===== config.mk =====
export PLATFORM = sky130hd
export DESIGN_NAME = iph_front_flat
export DESIGN_NICKNAME = d
export VERILOG_FILES = /design/src/sv/iph_pkg.sv /design/src/sv/iph_if.sv /design/src/sv/iph_front.sv /design/src/flat_wrapper.sv
export SDC_FILE = /design/constraint.sdc
export NUM_CORES = 1
export LEC_CHECK = 0
export ABC_AREA = 1
export BUFFER_PORTS_ARGS = -buffer_cell sky130_fd_sc_hd__buf_4
export CAP_MARGIN = 40
export CORE_ASPECT_RATIO = 0.6
export CORE_MARGIN = 5
export CORE_UTILIZATION = 47
export DETAILED_ROUTE_END_ITERATION = 8
export GPL_TIMING_DRIVEN = 0
export PLACE_DENSITY = 0.81
export REMOVE_ABC_BUFFERS = 1
export SETUP_SLACK_MARGIN = 0.15
export SYNTH_ARGS = -nofsm -noshare
export SYNTH_HDL_FRONTEND = slang
export SYNTH_SLANG_ARGS = --single-unit

===== constraint.sdc =====
create_clock -name clk_i -period 8.6 [get_ports clk_i]
set_clock_uncertainty 0.15 [all_clocks]
set_input_delay 0.86 -clock clk_i [delete_from_list [all_inputs] [get_ports clk_i]]
set_output_delay 0.86 -clock clk_i [all_outputs]
set_load 0.01 [all_outputs]

===== src/sv/iph_pkg.sv =====
package iph_pkg;

  localparam int HIST_DEPTH = 64;
  localparam int PTR_W      = $clog2(HIST_DEPTH);
  localparam int CNT_W      = $clog2(HIST_DEPTH + 1);

  localparam int TIME_W  = 48;
  localparam int PWR_W   = 32;
  localparam int SUM_W   = 40;
  localparam int LEN_W   = 32;
  localparam int PCNT_W  = 8;
  localparam int FRAC_W  = 17;
  localparam int COLL_W  = 9;
  localparam int ACC_W   = SUM_W + TIME_W + CNT_W;
  localparam int CSUM_W  = CNT_W + PCNT_W + 1;
  localparam int DIV_CW  = $clog2(SUM_W + 1);

  localparam logic [2:0] ACT_ADD     = 3'd0;
  localparam logic [2:0] ACT_REMOVE  = 3'd1;
  localparam logic [2:0] ACT_INTERF  = 3'd2;
  localparam logic [2:0] ACT_OVERLAP = 3'd3;
  localparam logic [2:0] ACT_COUNTS  = 3'd4;
  localparam logic [2:0] ACT_TOTAL   = 3'd5;

  localparam logic [1:0] ST_OK    = 2'd0;
  localparam logic [1:0] ST_EMPTY = 2'd1;
  localparam logic [1:0] ST_DROP  = 2'd2;
  localparam logic [1:0] ST_UNDER = 2'd3;

  typedef enum logic [2:0] {
    OP_ADD,
    OP_REMOVE,
    OP_INTERF,
    OP_OVERLAP,
    OP_COUNTS,
    OP_NOP
  } op_e;

  typedef struct packed {
    op_e               op;
    logic [TIME_W-1:0] now;
    logic [PWR_W-1:0]  pw;
    logic              ctrl;
    logic [TIME_W-1:0] start;
    logic [LEN_W-1:0]  len;
  } cmd_t;

  function automatic logic [PTR_W-1:0] slot_of(logic [PTR_W-1:0] base,
                                                logic [CNT_W-1:0] ofs);
    logic [CNT_W:0] s;
    s = {{(CNT_W + 1 - PTR_W){1'b0}}, base} + {1'b0, ofs};
    if (s >= (CNT_W + 1)'(HIST_DEPTH)) s = s - (CNT_W + 1)'(HIST_DEPTH);
    return s[PTR_W-1:0];
  endfunction

endpackage


===== src/sv/iph_if.sv =====
interface iph_in_if;
  logic        valid;
  logic        ready;
  logic [2:0]  action;
  logic [47:0] now_time;
  logic [31:0] signal_power;
  logic        is_control;
  logic [47:0] window_start;
  logic [31:0] window_length;

  modport source (output valid, action, now_time, signal_power, is_control,
                  window_start, window_length, input ready);
  modport sink (input valid, action, now_time, signal_power, is_control,
                window_start, window_length, output ready);
endinterface



===== src/sv/iph_front.sv =====
module iph_front (
  input  logic          clk_i,
  input  logic          rst_ni,
  iph_in_if.sink        in_s,
  output logic          cmd_valid_o,
  output iph_pkg::cmd_t cmd_o,
  input  logic          cmd_pop_i
);

  iph_pkg::cmd_t fifo_q [2];
  logic          wr_ptr_q, rd_ptr_q;
  logic [1:0]    cnt_q;
  iph_pkg::cmd_t cmd_in;
  logic          push, pop;

  always_comb begin
    cmd_in.now   = in_s.now_time;
    cmd_in.pw    = in_s.signal_power;
    cmd_in.ctrl  = in_s.is_control;
    cmd_in.start = in_s.window_start;
    cmd_in.len   = (in_s.window_length == '0) ? 32'd1 : in_s.window_length;
    case (in_s.action)
      iph_pkg::ACT_ADD:     cmd_in.op = iph_pkg::OP_ADD;
      iph_pkg::ACT_REMOVE:  cmd_in.op = iph_pkg::OP_REMOVE;
      iph_pkg::ACT_INTERF:  cmd_in.op = iph_pkg::OP_INTERF;
      iph_pkg::ACT_OVERLAP: cmd_in.op = iph_pkg::OP_OVERLAP;
      iph_pkg::ACT_COUNTS:  cmd_in.op = iph_pkg::OP_COUNTS;
      iph_pkg::ACT_TOTAL:   cmd_in.op = iph_pkg::OP_NOP;
      default:              cmd_in.op = iph_pkg::OP_NOP;
    endcase
  end

  assign in_s.ready  = (cnt_q != 2'd2);
  assign push        = in_s.valid && in_s.ready;
  assign cmd_valid_o = (cnt_q != 2'd0);
  assign pop         = cmd_pop_i && cmd_valid_o;
  assign cmd_o       = fifo_q[rd_ptr_q];

  always_ff @(posedge clk_i) begin
    if (push) fifo_q[wr_ptr_q] <= cmd_in;
  end

  always_ff @(posedge clk_i or negedge rst_ni) begin
    if (!rst_ni) begin
      wr_ptr_q <= 1'b0;
      rd_ptr_q <= 1'b0;
      cnt_q    <= 2'd0;
    end else begin
      if (push) wr_ptr_q <= !wr_ptr_q;
      if (pop) rd_ptr_q <= !rd_ptr_q;
      cnt_q <= cnt_q + {1'b0, push} - {1'b0, pop};
    end
  end

endmodule


===== src/flat_wrapper.sv =====
// flat-port wrapper written by rule: the top's interface ports become plain ports
module iph_front_flat 
  (clk_i, rst_ni, cmd_valid_o, cmd_o, cmd_pop_i, in_s_valid, in_s_action, in_s_now_time, in_s_signal_power, in_s_is_control, in_s_window_start, in_s_window_length, in_s_ready);
  iph_in_if in_s_i ();
  input  logic clk_i;
  input  logic rst_ni;
  output logic cmd_valid_o;
  output iph_pkg::cmd_t cmd_o;
  input  logic cmd_pop_i;
  input wire logic [$bits(in_s_i.valid)-1:0] in_s_valid;
  input wire logic [$bits(in_s_i.action)-1:0] in_s_action;
  input wire logic [$bits(in_s_i.now_time)-1:0] in_s_now_time;
  input wire logic [$bits(in_s_i.signal_power)-1:0] in_s_signal_power;
  input wire logic [$bits(in_s_i.is_control)-1:0] in_s_is_control;
  input wire logic [$bits(in_s_i.window_start)-1:0] in_s_window_start;
  input wire logic [$bits(in_s_i.window_length)-1:0] in_s_window_length;
  output wire logic [$bits(in_s_i.ready)-1:0] in_s_ready;
  assign in_s_i.valid = in_s_valid;
  assign in_s_i.action = in_s_action;
  assign in_s_i.now_time = in_s_now_time;
  assign in_s_i.signal_power = in_s_signal_power;
  assign in_s_i.is_control = in_s_is_control;
  assign in_s_i.window_start = in_s_window_start;
  assign in_s_i.window_length = in_s_window_length;
  assign in_s_ready = in_s_i.ready;
  iph_front u_core (.clk_i(clk_i), .rst_ni(rst_ni), .in_s(in_s_i), .cmd_valid_o(cmd_valid_o), .cmd_o(cmd_o), .cmd_pop_i(cmd_pop_i));
endmodule

After elaboration in Yosys (flattened, before gate mapping)

Memory sizes are Yosys's and may differ from the RTL's.
Index checks and enable logic that the tools add are counted.

Add/sub/neg operators: 2
Equal/unequal tests: 5
Mux-type cells: 4
Reduce and logical (&&, ||, !) cells: 7

Operators with widths:

| kind                                                | count |
|---|---|
| logical NOT 32 bit                                  | 1 |
| 2-to-1 mux 32 bit                                   | 1 |
| case mux 3 bit (5 select lines)                     | 1 |
| equality test 3 x 2 -> 1 bit, second input constant | 2 |
| equality test 3 x 1 -> 1 bit, second input constant | 1 |
| equality test 3 bit, second input constant          | 1 |
| logical NOT 3 bit                                   | 1 |
| adder 2 x 1 -> 2 bit                                | 1 |
| logical AND 1 bit                                   | 2 |
| logical NOT 1 bit                                   | 2 |
| 2-to-1 mux 1 bit                                    | 2 |
| != test 2 bit, second input constant                | 1 |
| nonzero test 2 bit                                  | 1 |
| subtractor 2 x 1 -> 2 bit                           | 1 |

Register bits: 4
Memory bits (writable): 328
Input port bits: 168
Output and inout port bits: 166
Logic and storage cells: 22
Memories kept: 1

Memory list:

| name          | depth | bits a word | rd ports | clocked after memory_dff | wr ports | line            | RTL |
|---|---|---|---|---|---|---|---|
| u_core.fifo_q | 2     | 164         | 1        | 0                        | 1        | iph_front.sv:10 | `iph_pkg::cmd_t fifo_q [2];` |

Depth between registers and ports, before layout

Depth after elaboration: 4
Depth in mapped cells: 7
Depth with buffers taken out: 7

Least setup slack after synthesis

Ideal clock, no wire load.

Path kind: in2reg
From: input port in_s_valid
To: memory u_core.fifo_q[1][0] (netlist name), enable pin
Library setup time: 691 ps
Arrival: 7776 ps
Path slack: -17 ps
Stages on the path: 2
Path buffers: 0
Path through: nand2_1 -> nor2_1

Word-level cells in the longest chain between the ends: 3

Ends and longest elaborated chain:

| what                                   | line               | RTL |
|---|---|---|
| start: declaration                     | flat_wrapper.sv:10 | `input wire logic [$bits(in_s_i.valid)-1:0] in_s_valid;` |
| logical AND 1 bit                      | iph_front.sv:34    | `assign push = in_s.valid && in_s.ready;` |
| 2-to-1 mux 1 bit                       | iph_front.sv:40    | `if (push) fifo_q[wr_ptr_q] <= cmd_in;` |
| 2-to-1 mux 1 bit (not written as such) | iph_front.sv:40    |  |
| end: declaration                       | iph_front.sv:10    |  |

Every way passes these cells.

==> qor.csv <==
stage,metric,value,unit
placement,port_buffers,333,
setup_path,critPathMaxFanout,104,
setup_path,required,7590,ps
clock_network,htreeDepth,1,
clock_network,cts_buffers,30,
setup_path,critPathKind,flop to output pin,
power,power_density,345,mW/mm^2
final_layout,area_growth,31.4,%
synth,synth_top_area_share,79.4,%
setup_path,critPathArrivalTime,3070,ps
sta,relSlewSlack,49.7,%
grt,use_met1,22.8,%
setup_path,crit_path_end_kind,output pin,
sta,drv_slew,0,
clock_network,cts_root_buf,clkbuf_16,
setup_path,r2r_start,u_core.rd_ptr_q,
clock_network,cts.reportedPaths.clkPinSlew,70,ps
placement,gp_congestion,0.756,
synth,synth-simple-area-share,16.1,%
synth,synth_seq_cells,332,
drt,ant_nets,0,
drt,wire_per_inst,17.4,microns
final_layout,finalNetCount,1429,
synth,synth_xor_area_share,0.212,%
synth,ys_types,16,
grt,use_met2,30.7,%
sta,worst_hold_slack,334,ps
final_layout,drive_above_1_share,30.6,%
drt,routed_wl,28600,microns
synth,avgSynthCellArea,13.1,sq um
drt,dr.first_iter.drc_count,566,
power,power,5630,uW
worst_hold_path,hold_class,input port to flop,
drt,drc,0,
synth,synth-compound-area-share,0.101,%
final_layout,fin_util,62.3,%
grt,grt_overflow,0,
synth,yosysSeqAreaShare,80.2,%
synth,synthMuxAreaShare,0,%
clock_network,cts.sink_count,332,
drt,viasPerCell,4.77,
floorplan,rows,46,
floorplan,ios,334,
grt,grt_pass1_wl,42800,microns
outcome,outcome,"finished, final reports clean",
synth,yosys_warnings,0,
floorplan,start_util,47.4,%
drt,vias,7838,
setup_path,critPathLaunchType,flop,
job,cap_viol_max_count,0,
synth,yosys.area.top_type,edfxtp_1,
setup_path,cp-startpoint,u_core.rd_ptr_q,
placement,placed_cell_area,0.0154,sq mm
grt,grt_pass1_vias,7792,
synth,synth_top_family_by_area,simple AND/OR/NAND/NOR gates,
placement,place_hpwl,19200,microns
synth,syn_inst,946,
floorplan,core_area,0.0262,sq mm
grt,met3_usage,7.95,%
clock_network,cts_tree,yes,
synth,yosys.area_share.adder,0.202,%
clock_network,insertion_delay,550,ps
grt,track_usage,18.4,%
sta,finalCriticalPeriod,4080,ps
sta,worstMarginPinSlew,753,ps
drt,dr.pass1.iters,4,
sta,finalCritPeriodShare,47.5,%
worst_hold_path,hold_start,in_s_now_time[41],
grt,antenna_found_initial,1,
sta,rsz0062_at_grt,no,
sta,tns,0,ps
floorplan,die-area,0.0299,sq mm
grt,grt_max_degree,105,
synth,synth_area_leaders,"edfxtp_1, nand2_1, clkbuf_1",
sta,final-setup-viol-count,0,
sta,max_freq,245,MHz
floorplan,die_w,220,microns
grt,busiest_layer,met2,
synth,netlist_area,0.0124,sq mm
power,p_leak,0.00689,uW
floorplan,die_h,136,microns
sta,hold_viol_final,0,
power,ir_drop,0.211,mV
clock_network,clock_tree.buffer_depth,3,
final_layout,final_area,0.0163,sq mm
clock_network,cts_resized,0,
-- cells by family (layout without fill, tap and decap cells) --
kind of cell	count (synthesis)	after routing
adders and majority gates	2	2
buffers and inverters	76	413
other	0	1
DFF	332	332
AOI/OAI and AO/OA	2	2
and+or+nand+nor	531	531
xor gates and xnor gates	3	3
-- registers in the layout, summed over array words and instances, names as in the netlist --
signal,count
u_core.fifo_q,328
u_core.cnt_q,2
u_core.rd_ptr_q,1
u_core.wr_ptr_q,1
-- report_power, final --
part	leakage [uW]	switching, uW	internal (uW)
logic	0.00335	1190	846
clock network	0.000448	560	718
registers	0.00309	110	2200
-- critical path: stages, from the launching register on --
cell     delay [ps]
dfrtp_4         670
buf_16          310
buf_16          240
inv_6           400
buf_16          420
nand2_1         100
nand2_1         110
buf_4           140
-- synth_stat cells --
cell,n
buf_4,4
buf_2,21
nand2_1,505
xor2_1,1
buf_6,10
or2_1,1
inv_2,1
dfrtp_1,4
clkbuf_1,33
edfxtp_1,328
a21o_1,1
nor2_1,25
ha_1,2
xnor2_1,2
o21ai_0,1
inv_1,7
-- layout by cell type, fill, tap and decap left out, types with 2 or more instances in the layout --
cell type     n
edfxtp_1    328
ha_1          2
inv_1         7
nand2_1     505
nor2_1       23
clkinv_1      8
xnor2_1       2
buf_4       333
clkbuf_16    31
nor2_4        2
dfrtp_1       3
buf_16        6
bufinv_16     2
clkbuf_1      8
clkinv_2      4
buf_12        9
clkinvlp_4    3
-- what timing repair did --
action,in CTS,in global routing
endpoints found under the setup margin,0,0
setup buffers,0,0
hold buffers,1,0
hold endpoints to repair,4,0
-- final timing paths --
path / endpoint / slack [ps] / depth (start not counted)
worst max-delay path: cmd_o[1] / 4520 / 7
worst min-delay path: u_core.fifo_q[1][154] / 330 / 1
worst max register to register: u_core.rd_ptr_q / 6060 / 5
worst min register to register: u_core.wr_ptr_q / 450 / 2
max in group asynchronous: u_core.rd_ptr_q / 7670 / 2
min in group asynchronous: u_core.cnt_q[1] / 510 / 2
-- layout make-up --
type	instances	area (sq um)
sequential	332	9950
clock inverter	17	133
timing repair buffer	349	2860
tap	360	450
antenna	1	2.50
clock buffer	39	806
multi-input combinational	538	2070
inverter	8	35.0
fill	1949	9880
-- layer usage --
metal / vias to the layer above / part of all wire, %
met2: 296 / 49
li1: 3763 / -
met1: 3741 / 38
met3: 38 / 11
met4: 0 / 1.8
met5: - / 0
-- stage by stage --
step | std cells | setup WS, ps
after floorplan | 878 | -16.8
after global placement | 1571 | -4060
after detailed placement | 1586 | 5050
after CTS | 1643 | 4450
after global routing | 1644 | 4320
final | 1644 | 4520
Power figures use the tool's default switching activity.
